$ cat src/design/assert_macros.svh
// Assertion macros shared by the key matrix scanner modules.
`ifndef ASSERT_MACROS_SVH
`define ASSERT_MACROS_SVH

// Property that must hold at every clock edge outside reset.
`define KM_ASSERT(lbl, clk, rstn, prop, msg) \
    lbl: assert property (@(posedge clk) disable iff (!rstn) (prop)) else $error(msg);

// Same-cycle implication.
`define KM_ASSERT_IMPL(lbl, clk, rstn, ante, cons, msg) \
    lbl: assert property (@(posedge clk) disable iff (!rstn) (ante) |-> (cons)) else $error(msg);

// Next-cycle implication.
`define KM_ASSERT_NEXT(lbl, clk, rstn, ante, cons, msg) \
    lbl: assert property (@(posedge clk) disable iff (!rstn) (ante) |=> (cons)) else $error(msg);

`endif

$ cat src/design/kmdeq_pkg.sv
// Package with constants, codes and interface types of the key matrix scanner.
package kmdeq_pkg;

    localparam int ROWS_DEF        = 6;
    localparam int COLS_DEF        = 14;
    localparam int QUEUE_SLOTS_DEF = 64;

    localparam int ACTION_W = 2;
    localparam int ROW_W    = 3;
    localparam int BITS_W   = 14;
    localparam int TIME_W   = 32;
    localparam int ECOL_W   = 4;
    localparam int COUNT_W  = 4;
    localparam int LEVEL_W  = 6;
    localparam int EVENT_W  = TIME_W + 1 + ECOL_W + ROW_W;

    localparam int S_TDATA_W = 56;
    localparam int S_TUSER_W = ACTION_W;
    localparam int M_TDATA_W = 56;
    localparam int M_TUSER_W = 1;

    localparam logic [15:0] DEBOUNCE_RESET = 16'd20;

    localparam logic [ACTION_W-1:0] ACT_SCAN  = 2'd0;
    localparam logic [ACTION_W-1:0] ACT_POP   = 2'd1;
    localparam logic [ACTION_W-1:0] ACT_CLEAR = 2'd2;

    typedef struct packed {
        logic sweep_step;
        logic latch;
        logic scan_start;
        logic scan_issue;
        logic row_commit;
        logic finish;
    } ctrl_cmd_t;

    typedef struct packed {
        logic sweep_done;
        logic scan_go;
        logic issue_last;
        logic out_free;
    } ctrl_sts_t;

endpackage

$ cat src/design/kmdeq_ctrl.sv
// Controller state machine that sequences sweep, scan, pop and clear words.
`include "assert_macros.svh"

module kmdeq_ctrl (
    input  logic                  aclk,
    input  logic                  aresetn,
    input  logic                  s_tvalid,
    output logic                  s_tready,
    input  kmdeq_pkg::ctrl_sts_t  sts,
    output kmdeq_pkg::ctrl_cmd_t  cmd
);
    import kmdeq_pkg::*;

    localparam logic [2:0] ST_SWEEP    = 3'd0;
    localparam logic [2:0] ST_IDLE     = 3'd1;
    localparam logic [2:0] ST_DISPATCH = 3'd2;
    localparam logic [2:0] ST_SCAN     = 3'd3;
    localparam logic [2:0] ST_DRAIN    = 3'd4;
    localparam logic [2:0] ST_FIN      = 3'd5;

    logic [2:0] state_reg;
    logic [2:0] state_next;

    assign s_tready = (state_reg == ST_IDLE);

    always_comb begin
        state_next = state_reg;
        cmd        = '0;
        case (state_reg)
            ST_SWEEP: begin
                cmd.sweep_step = 1'b1;
                if (sts.sweep_done) begin
                    state_next = ST_IDLE;
                end
            end
            ST_IDLE: begin
                if (s_tvalid) begin
                    cmd.latch  = 1'b1;
                    state_next = ST_DISPATCH;
                end
            end
            ST_DISPATCH: begin
                if (sts.scan_go) begin
                    cmd.scan_start = 1'b1;
                    state_next     = ST_SCAN;
                end else begin
                    state_next = ST_FIN;
                end
            end
            ST_SCAN: begin
                cmd.scan_issue = 1'b1;
                if (sts.issue_last) begin
                    state_next = ST_DRAIN;
                end
            end
            ST_DRAIN: begin
                cmd.row_commit = 1'b1;
                state_next     = ST_FIN;
            end
            ST_FIN: begin
                if (sts.out_free) begin
                    cmd.finish = 1'b1;
                    state_next = ST_IDLE;
                end
            end
            default: begin
                state_next = ST_IDLE;
            end
        endcase
    end

    always_ff @(posedge aclk) begin
        if (!aresetn) begin
            state_reg <= ST_SWEEP;
        end else begin
            state_reg <= state_next;
        end
    end

    `KM_ASSERT_NEXT(a_scan_runs, aclk, aresetn, (state_reg == ST_SCAN) && !sts.issue_last, state_reg == ST_SCAN, "scan left before last column")

endmodule

$ cat config.mk
export PLATFORM = sky130hd
export DESIGN_NAME = kmdeq_ctrl
export DESIGN_NICKNAME = d
export VERILOG_FILES = /design/src/design/kmdeq_pkg.sv /design/src/design/kmdeq_ctrl.sv
export VERILOG_INCLUDE_DIRS = /design/src /design/src/design
export SDC_FILE = /design/constraint.sdc
export NUM_CORES = 1
export LEC_CHECK = 0
export ABC_AREA = 1
export CELL_PAD_IN_SITES_DETAIL_PLACEMENT = 0
export CELL_PAD_IN_SITES_GLOBAL_PLACEMENT = 2
export CORE_AREA = 5 5 42 44
export CTS_CLUSTER_DIAMETER = 30
export DETAILED_ROUTE_END_ITERATION = 10
export DIE_AREA = 0 0 47 49
export DONT_BUFFER_PORTS = 1
export PLACE_DENSITY = 0.63
export SLEW_MARGIN = 30
export SYNTH_ARGS = -nofsm -noshare
export SYNTH_HDL_FRONTEND = slang
export SYNTH_SLANG_ARGS = --single-unit
$ cat constraint.sdc
create_clock -name aclk -period 1.9 [get_ports aclk]
set_clock_uncertainty 0.05 [all_clocks]
set_input_delay 0.38 -clock aclk [delete_from_list [all_inputs] [get_ports aclk]]
set_output_delay 0.38 -clock aclk [all_outputs]
set_load 0.02 [all_outputs]
==> flow_summary_export.csv, run 1 <==
group,metric,value,unit
sta,rsz0062_at_grt,"false",
sta,period_needed,1.81,ns
floorplanning,initial_utilization,0.191,
worst_setup_path,crit_arrival,1.38,ns
worst_setup_path,crit_path_end,"cmd[0]",
pwr,seq_power_share,0.266,
routing,dr.pass1.iters,2,
global_route,first_global_vias,274,
floorplanning,design.die.area,2300,sq um
pwr,p_comb_frac,0.559,
pwr,p_total,0.000619,W
pwr,clockPowerShare,0.175,
worst_setup_path,required,1.47,ns
floorplanning,die_h,49,um
worst_setup_path,crit_type,"reg2out",
finish,nets,56,
cts,cts_resized,0,
sta,tns,0,ns
cts,cts_tree,"built",
sta,slew_violations,0,
finish,largest_reg_flops,3,
cts,cts.path.max_buffers,2,
pwr,ir_drop,710,uV
placement,portBuffers,0,
routing,wl,685,um
cts,cts_buffers,3,
global_route,antenna_found_initial,0,
pwr,p_per_area,1930,nW/um^2
floorplanning,fp-row-count,14,
synth,ys_seq_area_frac,0.224,
placement,pre_cts_slack,0.326,ns
synth,syn_area,268,sq um
sta,slew_headroom,0.512,
run,drv_cap,0,
global_route,grt_overflow,0,
sta,setup_slack,0.0920,ns
cts,clock_latency,0.23,ns
worst_setup_path,worstPathMaxFanout,10,
global_route,grt_start_max_net_pins,11,
synth,synth_cell_types,16,
routing,route.vias.total,278,
finish,drive_above_1_share,0.333,
pwr,p_sw,0.000344,W
worst_hold_path,hold_path.class,"in2reg",
routing,dr.first_iter.drc_count,4,
synth,synth_area_per_cell,6.23,sq um
pwr,p_int,0.000276,W
sta,finalSetupViolCount,0,
cts,cts-root-buf,"clkbuf_4",
sta,final.period_utilization,0.952,
global_route,grt_pass1_wl,1150,um
routing,routedWlPerCell,10.7,um
sta,tightestPinTransition,0.726,ns
pwr,p_sw_frac,0.555,
worst_setup_path,endpoint_kind,"output port",
status,status,"finished clean",
floorplanning,die_w,47,um
finish,fillCellCount,167,
synth,synth_cells,43,
pwr,leakagePower,0.160,nW
cts,cts-hold-fix-buffers,0,
routing,vias_per_cell,4.34,
sta,finalHoldViolations,0,
worst_setup_path,r2r-start,"state_reg[2]",
worst_setup_path,reg2reg_setup_slack,0.37,ns
synth,yosys_register_bits,3,
worst_setup_path,start_kind,"register",
finish,syn2layout_area_growth,20.1,%
sta,maxClockFrequency,0.553,GHz
worst_setup_path,setup.worst_path.start,"state_reg[2]",
worst_setup_path,r2r_cells,5,
synth,yosys_warnings,0,
global_route,grtUsageTotal,0.0690,
floorplanning,core_area,1400,sq um
placement,globalplace.congestion,0.687,
floorplanning,io-pin-count,14,
cts,clkSinkCount,3,
worst_setup_path,timing.rr.end,"state_reg[1]",
routing,antenna_left,0,
placement,dp_hpwl,558,um
routing,drc,0,
synth,syn_nets,50,
cts,cts_setup_buffers,0,
finish,antennaDiodeCount,0,
cts,cts_max_level,1,
cts,path_clk_slew,0.04,ns
## cells by family after synthesis
group	after synthesis	synth area share
AO/OA/AOI/OAI	2	0.0374
AND/OR/NAND/NOR	29	0.598
flip-flops	3	0.224
buffers and inverters	9	0.140
## synth_stat cells
cell,n,area share
buf_4,1,0.028
nor3_1,1,0.019
inv_2,2,0.028
nand4_1,1,0.023
inv_1,6,0.084
dfxtp_1,3,0.22
nor2_4,1,0.042
a21oi_1,2,0.037
nand2_1,7,0.098
nand2_2,3,0.070
nand3_1,1,0.019
nor2_2,3,0.070
nor3_4,1,0.061
nor4_1,2,0.047
nor2_1,8,0.11
nand3_2,1,0.037
## layout by cell type (no fill, tap or decap)
| cell | instances |
|---|---|
| inv_2 | 2 |
| clkbuf_1 | 1 |
| nor3_4 | 1 |
| nand4_1 | 1 |
| a21oi_1 | 2 |
| clkbuf_4 | 3 |
| buf_4 | 2 |
| nor3_1 | 1 |
| dfxtp_1 | 3 |
| nor2_4 | 1 |
| nor2_1 | 8 |
| nand2_1 | 7 |
| nand2_2 | 3 |
| nor2_2 | 3 |
| inv_1 | 6 |
| nand3_1 | 1 |
| nand3_2 | 1 |
| nor4_1 | 2 |
## final cells by class
| cell class | count | area [sq um] | share of cell area |
|---|---|---|---|
| clock buffers | 4 | 26.3 | 0.0817 |
| flip-flops and latches | 3 | 60.1 | 0.187 |
| repair buffers | 2 | 15.0 | 0.0467 |
| inverters | 8 | 30.0 | 0.0934 |
| well taps | 16 | 20.0 | 0.0623 |
| multi-input cells | 31 | 170 | 0.529 |
## routing by layer
layer	up-vias	global-route usage	wire length [um]
met5	-	0	0
met4	0	0.0276	0
met3	0	0.0406	46
met2	8	0.0950	331
met1	127	0.0855	307
li1	143	-	-
## critical path, cell delays in order, from the launching register on
cell and delay, ns:
dfxtp_1 0.60, inv_2 0.10, nor4_1 0.27, buf_4 0.18
## power groups by stage
stage	registers (W)	logic, W	clock network, W
finish	0.000165	0.000346	0.000108
global route	0.000172	0.000387	0.000125
CTS	0.000166	0.000353	0.000115
detailed placement	0.000167	0.000351	0
global placement	0.000169	0.000353	0
floorplan	0.000119	0.000341	0
## per-stage QoR
| stage | hold slack [ns] | instance area (sq um) | utilization | instances |
|---|---|---|---|---|
| 4_1_cts | 0.220 | 322 | 0.229 | 64 |
| 3_3_place_gp | 0.462 | 295 | 0.211 | 60 |
| 6_report | 0.228 | 322 | 0.229 | 64 |
| 5_1_grt | 0.220 | 322 | 0.229 | 64 |
| 2_1_floorplan | 0.454 | 268 | - | 43 |
| 3_5_place_dp | 0.466 | 295 | 0.211 | 60 |
## worst min path at each step
stage	start	to	cells after the start
floorplan	aresetn	state_reg[0]	2
global placement	aresetn	state_reg[0]	2
detailed placement	aresetn	state_reg[0]	2
CTS	aresetn	state_reg[0]	2
global route	aresetn	state_reg[0]	2
finish	aresetn	state_reg[0]	2
Note: power is estimated with default switching activity, not from simulation.
==> run 2: changes to the inputs <==
--- a/config.mk
+++ b/config.mk
@@ -6,7 +6,6 @@
 export SDC_FILE = /design/constraint.sdc
 export NUM_CORES = 1
 export LEC_CHECK = 0
-export ABC_AREA = 1
 export CELL_PAD_IN_SITES_DETAIL_PLACEMENT = 0
 export CELL_PAD_IN_SITES_GLOBAL_PLACEMENT = 2
 export CORE_AREA = 5 5 42 44
@@ -14,7 +13,7 @@
 export DETAILED_ROUTE_END_ITERATION = 10
 export DIE_AREA = 0 0 47 49
 export DONT_BUFFER_PORTS = 1
-export PLACE_DENSITY = 0.63
+export PLACE_DENSITY = 0.58
 export SLEW_MARGIN = 30
 export SYNTH_ARGS = -nofsm -noshare
 export SYNTH_HDL_FRONTEND = slang
==> run 2 against run 1 <==
Largest power group unchanged. First-iteration DRC count is 50% lower. Critical path depth stayed put. Non-clock buffer count is 3 higher. Synthesized cell count is 28% lower. Design area is 3.1% lower. Register-to-register slack better by 0.18 ns. Critical endpoint is now cmd[1]. Via count is 1.1% lower. Clock-buffer cell count stayed put.
==> flow_summary_export.csv, run 2 <==
group,metric,value,unit
synth,synth_cells,31,
sta,rsz0062_at_grt,"false",
floorplanning,io-pin-count,14,
global_route,grt_pass1_wl,1150,um
cts,cts-hold-fix-buffers,0,
routing,dr.first_iter.drc_count,2,
sta,slew_headroom,0.734,
cts,cts_resized,0,
floorplanning,initial_utilization,0.187,
pwr,leakagePower,0.121,nW
finish,nets,45,
finish,syn2layout_area_growth,19.1,%
global_route,grt_start_max_net_pins,13,
synth,yosys.cell_count.top_type,"nor3_1",
routing,dr.pass1.iters,4,
worst_setup_path,path_buf_inv,2,
worst_setup_path,start_kind,"register",
sta,setup_slack,0.147,ns
routing,drc,0,
synth,netlist_top_cells_count,"nor3_1 (5), buf_6 (3), dfxtp_1 (3)",
sta,period_needed,1.75,ns
floorplanning,die_w,47,um
floorplanning,core_area,1400,sq um
sta,whs,0.280,ns
status,status,"finished clean",
cts,clock_latency,0.23,ns
pwr,p_per_area,1040,nW/um^2
synth,synth_cell_types,22,
cts,cts.path.max_buffers,2,
synth,async_reset_ff_frac,0,
synth,synthFlopType,"dfxtp_1",
worst_setup_path,cpPeakStageDelay,0.53,ns
cts,cts-root-buf,"clkbuf_4",
finish,antennaDiodeCount,0,
global_route,grt_overflow,0,
global_route,antenna_found_initial,0,
sta,tns,0,ns
placement,dp_hpwl,534,um
finish,largest_reg_flops,3,
worst_setup_path,crit_path_cell_trace,"inv_2 -> nor3_1 -> buf_4",
routing,routedWlPerCell,13.3,um
synth,syn_area,262,sq um
synth,synth.largest_area_cell,"dfxtp_1",
sta,finalHoldViolations,0,
placement,globalplace.congestion,0.748,
synth,syn_nets,38,
worst_setup_path,critical-path-top-delay-family,"flip-flops",
finish,regArea,60.1,sq um
cts,cts_tree,"built",
placement,pre_cts_slack,0.376,ns
worst_setup_path,worstPathMaxFanout,9,
finish,final_cell_mix,"nor3_1 (5), buf_4 (5), clkbuf_4 (3), dfxtp_1 (3), inv_1 (2)",
worst_setup_path,endpoint_kind,"output port",
synth,ys_seq_area_frac,0.230,
sta,finalSetupViolCount,0,
synth,yosysTopAreaCellShare,0.230,
sta,slew_violations,0,
worst_setup_path,required,1.47,ns
synth,synth-edff-count,0,
finish,fillCellCount,177,
synth,yosys_register_bits,3,
worst_setup_path,slowest_stage,"dfxtp_1",
global_route,grtUsageTotal,0.0718,
worst_hold_path,hold_path.class,"in2reg",
routing,vias_per_cell,5.19,
cts,cts_buffers,3,
routing,wl,707,um
global_route,first_global_vias,272,
worst_setup_path,crit_type,"reg2out",
sta,maxClockFrequency,0.571,GHz
floorplanning,fp-row-count,14,
floorplanning,die_h,49,um
cts,cts_setup_buffers,0,
sta,final.period_utilization,0.922,
cts,clkSinkCount,3,
cts,path_clk_slew,0.04,ns
floorplanning,design.die.area,2300,sq um
worst_setup_path,crit_arrival,1.32,ns
finish,drive_above_1_share,0.324,
cts,cts_max_level,1,
synth,ys_top_cells_by_area,"dfxtp_1 (23%), buf_6 (13%), nor3_1 (9.6%), a211oi_2 (4.8%), nor4_2 (4.8%)",
sta,tightestPinTransition,0.399,ns
finish,multi_input_area,156,sq um
run,drv_cap,0,
pwr,p_total,0.000323,W
synth,yosys_warnings,0,
routing,route.vias.total,275,
routing,antenna_left,0,
placement,portBuffers,0,
pwr,ir_drop,253,uV
synth,synth_area_per_cell,8.44,sq um
[run 2: cell types whose count changed in the layout (fill, tap and decap cells not counted), sizes merged, moves of 2 or more]
cell	previous run	this run
a211oi	0	2
a21oi	2	0
buf	2	5
inv	8	3
nand2	10	1
nand3	2	0
nor2	12	1
nor3	2	5
[run 2: logic make-up (layout without fill, tap and decap cells)]
family,count (synthesis),in the layout,synth area share
multiplexers,2,2,0.0813
AND/OR/NAND/NOR,14,14,0.335
flip-flops,3,3,0.230
buffers and inverters,6,12,0.172
AO/OA/AOI/OAI,6,6,0.182
[run 2: where the power goes]
part,switching (W),internal (W)
clock network,0.0000331,0.0000787
registers,0.0000265,0.0000728
logic,0.0000612,0.0000505
total,0.000121,0.000202
[run 2: path summary, 6_finish.rpt]
| check | from | endpoint | slack, ns | cells past startpoint |
|---|---|---|---|---|
| setup / recovery | state_reg[2] | cmd[1] | 0.15 | 3 |
| hold / removal | aresetn | state_reg[2] | 0.28 | 2 |
| setup reg to reg | state_reg[1] | state_reg[2] | 0.55 | 4 |
| hold reg to reg | state_reg[2] | state_reg[2] | 0.60 | 2 |
[run 2: stage by stage]
step | utilization | std cells | cell area [sq um]
after floorplan | - | 31 | 262
after global placement | 0.204 | 49 | 285
after detailed placement | 0.204 | 49 | 285
after CTS | 0.222 | 53 | 312
after global routing | 0.222 | 53 | 312
final | 0.222 | 53 | 312
[run 2: worst register-to-register path, stage by stage, from the launching register on]
cell and delay (ns):
dfxtp_1 0.55, nor2b_1 0.13, a211oi_2 0.26, nor2_1 0.06, a211oi_1 0.21
[run 2: layout make-up]
class | instances | area share
sequential | 3 | 0.193
timing repair buffer | 5 | 0.120
tap | 16 | 0.0643
multi-input combinational | 22 | 0.502
clock buffer | 4 | 0.0843
inverter | 3 | 0.0361
[run 2: layer usage]
layer,routed length (um),global-route usage,vias to the layer above,share of wire
li1,-,-,129,-
met1,272,0.0724,125,0.38
met2,319,0.0950,17,0.45
met3,80,0.0332,4,0.11
met4,35,0.0829,0,0.050
met5,0,0,-,0
==> run 3: changes to the inputs <==
--- a/config.mk
+++ b/config.mk
@@ -13,6 +13,7 @@
 export DETAILED_ROUTE_END_ITERATION = 10
 export DIE_AREA = 0 0 47 49
 export DONT_BUFFER_PORTS = 1
+export GPL_ROUTABILITY_DRIVEN = 0
 export PLACE_DENSITY = 0.58
 export SLEW_MARGIN = 30
 export SYNTH_ARGS = -nofsm -noshare
==> constraint.sdc (replaced) <==
create_clock -name aclk -period 1.9 [get_ports aclk]
set_clock_uncertainty 0.05 [all_clocks]
set_input_delay 0.19 -clock aclk [delete_from_list [all_inputs] [get_ports aclk]]
set_output_delay 0.19 -clock aclk [all_outputs]
set_load 0.02 [all_outputs]
==> run 3 against run 2 <==
Power about the same. First-iteration DRC count is the same. Largest cell class unchanged. Non-clock buffer count unchanged. Flip-flop and latch count stayed put. Die area stayed put. Routed wire length decreased by 1.8%. Final cell count stayed put. Register-to-register slack improved by 0.02 ns. Design area stayed put.
==> flow_summary_export.csv, run 3 (synthesis results as in run 2) <==
group,metric,value,unit
pwr,p_int,0.000202,W
worst_setup_path,reg2reg_setup_slack,0.57,ns
cts,cts_resized,0,
sta,whs,0.0911,ns
global_route,grt_pass1_wl,1190,um
cts,path_clk_slew,0.04,ns
worst_setup_path,crit_arrival,1.31,ns
routing,dr.pass1.iters,2,
placement,dp_hpwl,536,um
worst_setup_path,r2r-start,"state_reg[1]",
floorplanning,design.die.area,2300,sq um
sta,tns,0,ns
worst_setup_path,setup.worst_path.start,"state_reg[2]",
cts,cts_max_level,1,
cts,cts_buffers,3,
global_route,grt_start_max_net_pins,13,
placement,placed_area,285,sq um
cts,cts_tree,"built",
pwr,p_per_area,1040,nW/um^2
finish,nets,45,
run,drv_cap,0,
sta,rsz0062_at_grt,"false",
routing,wl,694,um
pwr,p_comb_frac,0.344,
cts,cts-root-buf,"clkbuf_4",
floorplanning,io-pin-count,14,
cts,cts-hold-fix-buffers,0,
worst_setup_path,crit_path_end,"cmd[1]",
routing,routedWlPerCell,13.1,um
cts,cts_setup_buffers,0,
routing,drc,0,
finish,largest_reg_flops,3,
routing,route.vias.total,246,
placement,portBuffers,0,
global_route,grtUsageTotal,0.0746,
worst_hold_path,hold_path.class,"in2reg",
floorplanning,initial_utilization,0.187,
worst_setup_path,worstPathMaxFanout,9,
finish,final_cell_mix,"nor3_1 (5), buf_4 (5), clkbuf_4 (3), dfxtp_1 (3), inv_1 (2)",
sta,maxClockFrequency,0.646,GHz
cts,clock_latency,0.23,ns
sta,finalSetupViolCount,0,
sta,final.period_utilization,0.815,
cts,clkSinkCount,3,
floorplanning,fp-row-count,14,
status,status,"finished clean",
routing,antenna_left,0,
finish,syn2layout_area_growth,19.1,%
finish,regArea,60.1,sq um
pwr,clockPowerShare,0.351,
pwr,p_sw_frac,0.373,
routing,dr.first_iter.drc_count,2,
worst_setup_path,r2r_cells,4,
finish,multi_input_area,156,sq um
routing,vias_per_cell,4.64,
sta,period_needed,1.55,ns
floorplanning,core_area,1400,sq um
global_route,first_global_vias,279,
cts,cts.path.max_buffers,2,
worst_setup_path,timing.rr.end,"state_reg[2]",
finish,antennaDiodeCount,0,
global_route,grt_overflow,0,
sta,slew_headroom,0.743,
sta,tightestPinTransition,0.385,ns
floorplanning,die_h,49,um
pwr,p_sw,0.000121,W
pwr,seq_power_share,0.305,
finish,final_util,0.222,
worst_setup_path,crit_type,"reg2out",
worst_setup_path,start_kind,"register",
pwr,leakagePower,0.121,nW
finish,final_area,312,sq um
worst_setup_path,endpoint_kind,"output port",
finish,fillCellCount,173,
sta,finalHoldViolations,0,
pwr,ir_drop,245,uV
global_route,antenna_found_initial,0,
worst_setup_path,required,1.66,ns
finish,drive_above_1_share,0.324,
sta,slew_violations,0,
floorplanning,die_w,47,um
## run 3: layout make-up
class	instances	share of cell area
multi-input combinational	22	0.502
sequential	3	0.193
timing repair buffer	5	0.120
clock buffer	4	0.0843
tap	16	0.0643
inverter	3	0.0361
## run 3: worst max-delay path: stages (launching register included)
cell     delay (ns)
dfxtp_1        0.52
inv_2          0.11
nor3_1         0.25
buf_4          0.19
## run 3: stage by stage
step	total power [W]	cells	setup slack, ns
after floorplan	0.000194	31	0.354
final	0.000323	53	0.351
after CTS	0.000331	53	0.338
after global placement	0.000211	49	0.585
after detailed placement	0.000211	49	0.562
after global routing	0.000356	53	0.242
## run 3: metal layers
layer	wire length (um)	track usage	vias to the layer above
li1	-	-	123
met3	60	0.0627	2
met4	13	0.0553	0
met5	0	0	-
met1	292	0.0724	113
met2	328	0.0995	8
## run 3: how the worst min path moves through the flow
stage            start           end  slack [ns]  cells past startpoint
5_1_grt        aresetn  state_reg[2]         0.1                      2
3_3_place_gp   aresetn  state_reg[2]        0.34                      2
6_report       aresetn  state_reg[2]        0.09                      2
4_1_cts        aresetn  state_reg[2]        0.08                      2
3_5_place_dp   aresetn  state_reg[2]        0.34                      2
2_1_floorplan  aresetn  state_reg[0]        0.30                      2
## run 3: power by group through the flow
| stage | logic [W] | clock network (W) | registers [W] |
|---|---|---|---|
| after CTS | 0.000113 | 0.000120 | 0.0000981 |
| after floorplan | 0.000116 | 0 | 0.0000776 |
| final | 0.000111 | 0.000113 | 0.0000984 |
| after global routing | 0.000125 | 0.000130 | 0.000101 |
| after global placement | 0.000113 | 0 | 0.0000982 |
| after detailed placement | 0.000112 | 0 | 0.0000992 |
